`config.mk`:
```
export PLATFORM = sky130hd
export DESIGN_NAME = lru_key_value_cache
export DESIGN_NICKNAME = d
export VERILOG_FILES = /design/src/rtl/lkv_pkg.sv /design/src/rtl/lkv_cell.sv /design/src/rtl/lru_key_value_cache.sv
export VERILOG_INCLUDE_DIRS = /design/src /design/src/rtl
export SDC_FILE = /design/constraint.sdc
export NUM_CORES = 2
export LEC_CHECK = 0
export ABC_AREA = 1
export BUFFER_PORTS_ARGS = -buffer_cell sky130_fd_sc_hd__buf_4
export CAP_MARGIN = 20
export CELL_PAD_IN_SITES_DETAIL_PLACEMENT = 1
export CELL_PAD_IN_SITES_GLOBAL_PLACEMENT = 1
export CORE_MARGIN = 10
export CORE_UTILIZATION = 30
export DETAILED_ROUTE_END_ITERATION = 16
export PLACE_DENSITY = 0.63
export SYNTH_ARGS = -nofsm -noshare
export SYNTH_HDL_FRONTEND = slang
export SYNTH_SLANG_ARGS = --single-unit
```
`constraint.sdc`:
```
create_clock -name clk -period 8.3 [get_ports clk]
set_input_delay 0.83 -clock clk [delete_from_list [all_inputs] [get_ports clk]]
set_output_delay 0.83 -clock clk [all_outputs]
set_load 0.05 [all_outputs]
```
`src/rtl/assert_macros.svh`:
```
// assertion macros used by the cache rtl
`ifndef ASSERT_MACROS_SVH
`define ASSERT_MACROS_SVH

// property that holds at every clock edge outside reset
`define ASSERT_ALWAYS(lbl, expr, msg) \
	lbl: assert property (@(posedge clk) disable iff (!arst_n) (expr)) else $error(msg);

// same-cycle implication checked at every clock edge outside reset
`define ASSERT_IMPLY(lbl, ante, cons, msg) \
	lbl: assert property (@(posedge clk) disable iff (!arst_n) (ante) |-> (cons)) \
		else $error(msg);

`endif

```
`src/rtl/lkv_pkg.sv`:
```
// shared constants, codes and types of the lru key/value cache
package lkv_pkg;

	localparam int ENTRIES = 16;
	localparam int CNT_W   = $clog2(ENTRIES + 1);
	localparam int CAP_W   = 5;
	localparam int CMP_W   = (CNT_W > CAP_W) ? CNT_W : CAP_W;
	localparam int KEY_W   = 32;
	localparam int DATA_W  = 32;
	localparam int OP_W    = 2;
	localparam int HELD_W  = 5;

	localparam logic [CAP_W-1:0] CAP_RESET = 5'd16;

	// operation codes
	localparam logic [OP_W-1:0] OP_GET    = 2'd0;
	localparam logic [OP_W-1:0] OP_PUT    = 2'd1;
	localparam logic [OP_W-1:0] OP_DELETE = 2'd2;

	// register indexes
	localparam logic REG_CAPACITY = 1'b0;

	// per-cell update controls
	typedef struct packed {
		logic load_prev;
		logic load_next;
		logic upd_valid;
		logic valid_d;
	} cell_ctrl_t;

endpackage

```
`src/rtl/lkv_cell.sv`:
```
// one cell of the recency chain: key, data, valid mark and match flag
module lkv_cell import lkv_pkg::*; (
	input  logic              clk,
	input  logic              arst_n,
	input  logic              cmp_en,
	input  logic [KEY_W-1:0]  cmp_key,
	input  cell_ctrl_t        ctrl,
	input  logic [KEY_W-1:0]  prev_key,
	input  logic [DATA_W-1:0] prev_data,
	input  logic [KEY_W-1:0]  next_key,
	input  logic [DATA_W-1:0] next_data,
	output logic [KEY_W-1:0]  key,
	output logic [DATA_W-1:0] data,
	output logic              valid,
	output logic              match
);

	logic [KEY_W-1:0]  key_q;
	logic [DATA_W-1:0] data_q;
	logic              valid_q;
	logic              match_q;

	// payload moves toward the lru end or back toward the front
	always_ff @(posedge clk) begin
		if (ctrl.load_prev) begin
			key_q  <= prev_key;
			data_q <= prev_data;
		end else if (ctrl.load_next) begin
			key_q  <= next_key;
			data_q <= next_data;
		end
	end

	// valid mark and registered key compare
	always_ff @(posedge clk or negedge arst_n) begin
		if (!arst_n) begin
			valid_q <= 1'b0;
			match_q <= 1'b0;
		end else begin
			if (ctrl.upd_valid) begin
				valid_q <= ctrl.valid_d;
			end
			if (cmp_en) begin
				match_q <= valid_q && (key_q == cmp_key);
			end
		end
	end

	assign key   = key_q;
	assign data  = data_q;
	assign valid = valid_q;
	assign match = match_q;

endmodule

```
`src/rtl/lru_key_value_cache.sv`:
```
// lru key/value cache: chain of cells ordered from most to least recently used
// each item passes a compare state, then a shift state that waits for the output register to free
// and registers the result
// a new item is taken in the shift cycle of the previous one if the output register frees
// reset clears valid marks, occupancy and output valid; capacity resets to 16
// no clearing pass: the cache accepts items right after reset
module lru_key_value_cache import lkv_pkg::*; (
	input  logic              clk,
	input  logic              arst_n,
	// operation [1:0], key [33:2], value [65:34], zero pad [71:66]
	input  logic [71:0]       s_tdata,
	input  logic              s_tvalid,
	output logic              s_tready,
	// found [0], result_value [32:1], evicted [33], entries_held [38:34], zero pad [39]
	output logic [39:0]       m_tdata,
	output logic              m_tvalid,
	input  logic              m_tready,
	input  logic              psel,
	input  logic              penable,
	input  logic              pwrite,
	input  logic [2:0]        paddr,
	input  logic [31:0]       pwdata,
	output logic [31:0]       prdata,
	output logic              pready
);

`include "assert_macros.svh"

	typedef enum logic [1:0] {
		ST_IDLE,
		ST_COMPARE,
		ST_UPDATE
	} state_t;

	state_t              state_q;
	logic [CAP_W-1:0]    cap_q;
	logic [CNT_W-1:0]    occ_q;
	logic [OP_W-1:0]     op_s1;
	logic [KEY_W-1:0]    key_s1;
	logic [DATA_W-1:0]   value_s1;

	logic                found_q;
	logic [DATA_W-1:0]   result_q;
	logic                evicted_q;
	logic [HELD_W-1:0]   held_q;
	logic                m_tvalid_q;

	logic [KEY_W-1:0]    key_arr   [ENTRIES];
	logic [DATA_W-1:0]   data_arr  [ENTRIES];
	logic [ENTRIES-1:0]  valid_vec;
	logic [ENTRIES-1:0]  match_vec;
	cell_ctrl_t          ctrl_arr  [ENTRIES];

	logic                s_fire;
	logic                update_go;
	logic                cfg_wr;

	logic [ENTRIES-1:0]  first_hit;
	logic [ENTRIES-1:0]  before_hit;
	logic                hit;
	logic [DATA_W-1:0]   hit_data;
	logic [CMP_W-1:0]    cap_ext;
	logic [CMP_W-1:0]    eff_cap;
	logic [CMP_W-1:0]    occ_ext;
	logic                evict;
	logic [CMP_W-1:0]    put_last;
	logic [CMP_W-1:0]    occ_new;
	logic                do_get;
	logic                do_put;
	logic                do_del;
	logic                op_known;
	logic [DATA_W-1:0]   front_data;
	logic [ENTRIES-1:0]  occ_therm;

	// apb register access
	assign pready = 1'b1;
	assign cfg_wr = psel && penable && pwrite && (paddr[2] == REG_CAPACITY);

	always_comb begin
		prdata = '0;
		if (paddr[2] == REG_CAPACITY) begin
			prdata = 32'(cap_q);
		end
	end

	// handshakes
	assign update_go = (state_q == ST_UPDATE) && (!m_tvalid_q || m_tready);
	assign s_tready  = (state_q == ST_IDLE) || update_go;
	assign s_fire    = s_tvalid && s_tready;

	// first matching position and the cells in front of it
	assign first_hit  = match_vec & (~match_vec + ENTRIES'(1));
	assign before_hit = first_hit - ENTRIES'(1);
	assign hit        = |match_vec;

	always_comb begin
		hit_data = '0;
		for (int i = 0; i < ENTRIES; i++) begin
			hit_data = hit_data | (data_arr[i] & {DATA_W{first_hit[i]}});
		end
	end

	// capacity clamp and new occupancy
	assign cap_ext = CMP_W'(cap_q);
	assign occ_ext = CMP_W'(occ_q);

	always_comb begin
		if (cap_q == '0) begin
			eff_cap = CMP_W'(1);
		end else if (cap_ext > CMP_W'(ENTRIES)) begin
			eff_cap = CMP_W'(ENTRIES);
		end else begin
			eff_cap = cap_ext;
		end
	end

	assign evict    = occ_ext >= eff_cap;
	assign put_last = evict ? (eff_cap - CMP_W'(1)) : occ_ext;

	assign do_get = (op_s1 == OP_GET) && hit;
	assign do_put = (op_s1 == OP_PUT) && !hit;
	assign do_del = (op_s1 == OP_DELETE) && hit;

	// the unused code reports no hit
	assign op_known = (op_s1 == OP_GET) || (op_s1 == OP_PUT) || (op_s1 == OP_DELETE);

	always_comb begin
		if (do_put) begin
			occ_new = put_last + CMP_W'(1);
		end else if (do_del) begin
			occ_new = occ_ext - CMP_W'(1);
		end else begin
			occ_new = occ_ext;
		end
	end

	assign front_data = do_get ? hit_data : value_s1;

	// per-cell controls for the shift cycle
	always_comb begin
		for (int i = 0; i < ENTRIES; i++) begin
			ctrl_arr[i].load_prev = update_go && (
				(do_get && (before_hit[i] || first_hit[i])) ||
				(do_put && (CMP_W'(i) <= put_last)));
			ctrl_arr[i].load_next = update_go && do_del && !before_hit[i] &&
				(CMP_W'(i + 1) < occ_ext);
			ctrl_arr[i].upd_valid = update_go;
			ctrl_arr[i].valid_d   = CMP_W'(i) < occ_new;
		end
	end

	// the cell chain
	for (genvar g = 0; g < ENTRIES; g++) begin : g_cell
		logic [KEY_W-1:0]  prev_key;
		logic [DATA_W-1:0] prev_data;
		logic [KEY_W-1:0]  next_key;
		logic [DATA_W-1:0] next_data;

		if (g == 0) begin : g_front
			assign prev_key  = key_s1;
			assign prev_data = front_data;
		end else begin : g_mid
			assign prev_key  = key_arr[g-1];
			assign prev_data = data_arr[g-1];
		end

		if (g == ENTRIES - 1) begin : g_back
			assign next_key  = '0;
			assign next_data = '0;
		end else begin : g_inner
			assign next_key  = key_arr[g+1];
			assign next_data = data_arr[g+1];
		end

		lkv_cell u_cell (
			.clk       (clk),
			.arst_n    (arst_n),
			.cmp_en    (state_q == ST_COMPARE),
			.cmp_key   (key_s1),
			.ctrl      (ctrl_arr[g]),
			.prev_key  (prev_key),
			.prev_data (prev_data),
			.next_key  (next_key),
			.next_data (next_data),
			.key       (key_arr[g]),
			.data      (data_arr[g]),
			.valid     (valid_vec[g]),
			.match     (match_vec[g])
		);
	end

	// command register
	always_ff @(posedge clk) begin
		if (s_fire) begin
			op_s1    <= s_tdata[1:0];
			key_s1   <= s_tdata[33:2];
			value_s1 <= s_tdata[65:34];
		end
	end

	// result payload
	always_ff @(posedge clk) begin
		if (update_go) begin
			found_q   <= hit && op_known;
			result_q  <= (do_get || do_del) ? hit_data : '0;
			evicted_q <= do_put && evict;
			held_q    <= HELD_W'(occ_new);
		end
	end

	// sequencer, occupancy, capacity and output valid
	always_ff @(posedge clk or negedge arst_n) begin
		if (!arst_n) begin
			state_q    <= ST_IDLE;
			occ_q      <= '0;
			cap_q      <= CAP_RESET;
			m_tvalid_q <= 1'b0;
		end else begin
			if (cfg_wr) begin
				cap_q <= pwdata[CAP_W-1:0];
			end
			if (update_go) begin
				m_tvalid_q <= 1'b1;
			end else if (m_tready) begin
				m_tvalid_q <= 1'b0;
			end
			case (state_q)
				ST_IDLE: begin
					if (s_fire) begin
						state_q <= ST_COMPARE;
					end
				end
				ST_COMPARE: begin
					state_q <= ST_UPDATE;
				end
				ST_UPDATE: begin
					if (update_go) begin
						occ_q   <= CNT_W'(occ_new);
						state_q <= s_fire ? ST_COMPARE : ST_IDLE;
					end
				end
				default: begin
					state_q <= ST_IDLE;
				end
			endcase
		end
	end

	assign m_tvalid = m_tvalid_q;
	assign m_tdata  = {1'b0, held_q, evicted_q, result_q, found_q};

	// valid marks always form a prefix of length occupancy
	always_comb begin
		for (int i = 0; i < ENTRIES; i++) begin
			occ_therm[i] = CNT_W'(i) < occ_q;
		end
	end

	`ASSERT_ALWAYS(a_occ_bound, occ_ext <= CMP_W'(ENTRIES), "occupancy above entry count")
	`ASSERT_ALWAYS(a_valid_prefix, valid_vec == occ_therm, "valid marks not packed at front")
	`ASSERT_IMPLY(a_single_match, state_q == ST_UPDATE, $onehot0(match_vec), "duplicate key held")

endmodule
```
==> impl_metrics.py <==
metrics = {
    "power_and_ir_drop": {
        "switching_fraction_of_total_power_pct": 33.5,
        "power_switching_mw": 5.67,
        "seq_power_share_pct": 43.6,
        "leakage_nw": 27.9,
        "ir_worst_vdd_v": 0.000294,
        "comb_power_share_pct": 21.4,
        "total_power_mw": 16.9,
        "power_density_mw_per_mm2": 247,
        "pwr-share-clk_pct": 35.0,
        "cell_internal_pwr_mw": 11.3,
    },
    "routing": {
        "vias": 49600,
        "drtIter0Drc": 5357,
        "dr.pass1.iters": 5,
        "drt_drc_violations_left": 0,
        "route.final.wire_length_mm": 240,
        "avg_wl_per_cell_microns": 25.9,
        "vias_per_cell": 5.35,
        "antenna_violating_nets_post_route": 0,
    },
    "setup_path": {
        "critPathLaunchType": "flop",
        "crit_family": "buffers and inverters",
        "cp_num_buf_inv": 4,
        "worst_path_max_delay_cell": "sky130_fd_sc_hd__o21ai_4",
        "criticalPathCategory": "flop to flop",
        "critPathMaxStageDelay_ns": 0.89,
        "timing.critical_path.cells": "nor2_4, nand2_4, nor2_4, inv_1, nor2_4, buf_4, inv_1, ha_1, o21ai_4, nand2_4, o21ai_4, buf_4",
        "critPathCaptureType": "flop",
        "timing.critical_path.mode_cell": "sky130_fd_sc_hd__nor2_4",
        "cp_max_fo": 38,
        "required_time_worst_endpoint_ns": 8.69,
        "critical_path_at_ns": 6.23,
    },
    "finish": {
        "stdcell_count": 9273,
        "nFillCells": 23000,
        "layout.cells.most_common_list": "1780 x sky130_fd_sc_hd__nand2_1, 1129 x sky130_fd_sc_hd__edfxtp_1, 576 x sky130_fd_sc_hd__nand3_1",
        "syn2layout_area_growth_pct": 13.1,
        "mostFrequentLayoutCell": "sky130_fd_sc_hd__nand2_1",
        "layout-drive-gt1-share_pct": 7.97,
        "final_net_count": 6653,
    },
    "yosys": {
        "synth.cell_area_sq_mm": 0.0606,
        "synth.avg_cell_area_sq_um": 9.28,
        "mapped_cells": 6534,
        "seq_area_frac_synth_pct": 57.7,
        "synth-main-ff-cell": "sky130_fd_sc_hd__edfxtp_1",
        "synth-edff-count": 1129,
        "synthDistinctLibCells": 50,
        "synth.ff_latch_count": 1173,
        "synthesis.yosys.warnings": 0,
        "synthArstFlopShare_pct": 3.75,
    },
    "floorplanning": {
        "initial_core_util_pct": 30.3,
        "die_h_microns": 470,
        "placeableCoreArea_sq_mm": 0.200,
        "std_cell_rows": 164,
        "die-area_sq_mm": 0.220,
        "die_width_microns": 470,
        "i_o_pin_count": 189,
    },
    "timing": {
        "hold_violations": 0,
        "unrepaired_setup_endpoints_after_global_routing": "no",
        "slew_violations": 0,
        "min_period_ns": 5.84,
        "fin_tns_setup_ns": 0,
        "clock_skew_ns": 0.0230,
        "period_share_pct": 70.4,
        "max_clock_freq_mhz": 171,
        "timing.final.setup_violations": 0,
        "worst-slew-pin-transition_ns": 1.14,
        "max_slew_margin_pct": 23.6,
        "whs_ns": 0.109,
    },
    "clock_network": {
        "post_cts.resized_instances": 0,
        "tritoncts": "built",
        "clock_tree.htree_level_count": 4,
        "max_clock_buf_depth": 3,
        "cts.reportedPaths.clkPinSlew_ns": 0.06,
        "cts_hold_buffers": 0,
        "clock_insertion_delay_worst_skew_ns": 0.79,
        "cts_setup_buffers": 0,
        "cts_sinks": 1173,
        "clock_tree.root_cell": "sky130_fd_sc_hd__clkbuf_16",
        "tritoncts.num_buffers": 132,
    },
    "place": {
        "dpl.hpwl_mm": 148,
        "gp_congestion": 0.849,
        "dpl.cell_count": 9035,
        "placement.io_buffers": 124,
    },
    "run": {
        "drv_cap": 0,
    },
    "global_route": {
        "grt_pass1_wl_mm": 349,
        "largest_net_degree_at_the_start_of_global_routing": 134,
        "grt_util_all_layers_pct": 20.9,
        "globalRouteOverflowTotal": 0,
        "antenna_violations_before_repair": 6,
        "vias_in_the_first_global_route": 50500,
    },
    "status": {
        "outcome": "complete, no violations",
    },
    "hold_path": {
        "worstHoldPathType": "primary input to async pin",
    },
}
==> synth_stat cells (2+ instances only) <==
master / count / area, sq um
sky130_fd_sc_hd__nand2_1: 1787 / 6710
sky130_fd_sc_hd__edfxtp_1: 1129 / 33900
sky130_fd_sc_hd__nand3_1: 578 / 2890
sky130_fd_sc_hd__inv_1: 575 / 2160
sky130_fd_sc_hd__nor2_1: 473 / 1780
sky130_fd_sc_hd__a21oi_1: 316 / 1580
sky130_fd_sc_hd__o21ai_0: 272 / 1360
sky130_fd_sc_hd__xnor2_1: 188 / 1650
sky130_fd_sc_hd__clkbuf_1: 173 / 649
sky130_fd_sc_hd__xor2_1: 171 / 1500
sky130_fd_sc_hd__buf_2: 145 / 726
sky130_fd_sc_hd__nand4_1: 109 / 682
sky130_fd_sc_hd__o21ai_1: 97 / 485
sky130_fd_sc_hd__buf_4: 67 / 503
sky130_fd_sc_hd__o22ai_1: 59 / 369
sky130_fd_sc_hd__nor4_1: 55 / 344
sky130_fd_sc_hd__nor3_1: 49 / 245
sky130_fd_sc_hd__dfrtp_1: 43 / 1080
sky130_fd_sc_hd__o221ai_1: 36 / 315
sky130_fd_sc_hd__a211oi_1: 34 / 255
sky130_fd_sc_hd__buf_1: 30 / 113
sky130_fd_sc_hd__ha_1: 23 / 288
sky130_fd_sc_hd__nand2_2: 14 / 87.6
sky130_fd_sc_hd__or2_2: 14 / 87.6
sky130_fd_sc_hd__a22oi_1: 11 / 82.6
sky130_fd_sc_hd__buf_6: 11 / 124
sky130_fd_sc_hd__inv_2: 11 / 41.3
sky130_fd_sc_hd__o41ai_1: 11 / 96.3
sky130_fd_sc_hd__o31ai_1: 9 / 67.6
sky130_fd_sc_hd__o211ai_1: 5 / 37.5
sky130_fd_sc_hd__a221oi_1: 4 / 35.0
sky130_fd_sc_hd__nand2_4: 4 / 45.0
sky130_fd_sc_hd__nand3b_1: 4 / 30.0
sky130_fd_sc_hd__nor2_4: 3 / 33.8
sky130_fd_sc_hd__o21ai_4: 3 / 48.8
sky130_fd_sc_hd__a21oi_2: 2 / 17.5
sky130_fd_sc_hd__and2_1: 2 / 12.5
sky130_fd_sc_hd__clkinv_1: 2 / 7.51
sky130_fd_sc_hd__conb_1: 2 / 7.51
sky130_fd_sc_hd__o211ai_2: 2 / 25.0
sky130_fd_sc_hd__o21ai_2: 2 / 17.5
==> state kept, by name (all words and copies together), names as in the netlist, 16 cells and up <==
name / flops
result_q: 32
g_cell.u_cell.data: 512
value_s1: 32
g_cell.u_cell.valid: 16
g_cell.prev_key: 32
g_cell.u_cell.match: 16
g_cell.u_cell.key: 512
==> area by class of cell <==
cell class	count	area [sq um]	area share (%)
Timing Repair Buffer	247	1960	2.86
Multi-Input combinational cell	4374	21800	31.9
Inverter	588	2210	3.22
Tap cell	2656	3320	4.85
Clock inverter	43	384	0.560
Clock buffer	190	3810	5.56
Sequential cell	1173	35000	51.1
Antenna cell	2	5.00	0.00730
==> per-layer routing <==
metal  part of all wire (%)  GRT usage [%]  vias up
li1                       -              -    21900
met1                     43           28.3    25200
met2                     46           34.3     2016
met3                    7.3           3.23      424
met4                    3.2           6.65        0
met5                      0              0        -
==> power by group through the flow <==
stage	clock (mW)	sequential (mW)	combinational, mW
after floorplan	0	7.48	2.05
after global placement	0	7.49	3.43
after detailed placement	0	7.50	3.52
after CTS	6.02	7.38	3.53
after global routing	6.22	7.42	3.84
final	5.93	7.38	3.62
==> path summary, 6_finish.rpt <==
path / start / end / slack, ns / cells after the start
setup / recovery: g_cell[0].u_cell.match$_DFFE_PN0N_ / g_cell[8].u_cell.data[7]$_DFFE_PP_ / 2.46 / 12
hold / removal: arst_n / m_tvalid$_DFFE_PN0P_ / 0.11 / 1
setup reg to reg: g_cell[0].u_cell.match$_DFFE_PN0N_ / g_cell[8].u_cell.data[7]$_DFFE_PP_ / 2.46 / 12
hold reg to reg: g_cell[9].u_cell.valid$_DFFE_PN0P_ / g_cell[9].u_cell.valid$_DFFE_PN0P_ / 0.49 / 2
max in group asynchronous: arst_n / g_cell[6].u_cell.match$_DFFE_PN0N_ / 7.65 / 1
min in group clk: s_tdata[54] / value_s1[20]$_DFFE_PP_ / 0.22 / 1
==> worst register-to-register path: stages, from the launching register on <==
cell,delay (ns)
sky130_fd_sc_hd__dfrtp_1,0.81
sky130_fd_sc_hd__nor2_4,0.40
sky130_fd_sc_hd__nand2_4,0.11
sky130_fd_sc_hd__nor2_4,0.25
sky130_fd_sc_hd__inv_1,0.15
sky130_fd_sc_hd__nor2_4,0.09
sky130_fd_sc_hd__buf_4,0.60
sky130_fd_sc_hd__inv_1,0.21
sky130_fd_sc_hd__ha_1,0.27
sky130_fd_sc_hd__o21ai_4,0.89
sky130_fd_sc_hd__nand2_4,0.38
sky130_fd_sc_hd__o21ai_4,0.41
sky130_fd_sc_hd__buf_4,0.84
==> logic make-up after synthesis <==
logic type      after synthesis  synth area share, %
simple gates               3096                 21.4
flops                      1173                 57.7
buf+inv                    1014                 7.13
compound gates              867                 8.02
xor+xnor                    359                 5.19
fa+ha+maj                    23                0.475
other cells                   2               0.0124
==> stage by stage <==
step           setup WS, ns  util, %  instance area, sq um
3_5_place_dp           2.60     32.1                 64300
6_report               2.46     34.2                 68500
3_3_place_gp           2.49     32.1                 64200
5_1_grt                2.43     34.2                 68500
4_1_cts                2.59     34.2                 68500
2_1_floorplan        -0.565        -                 60700
(Power assumes the default switching activity.)
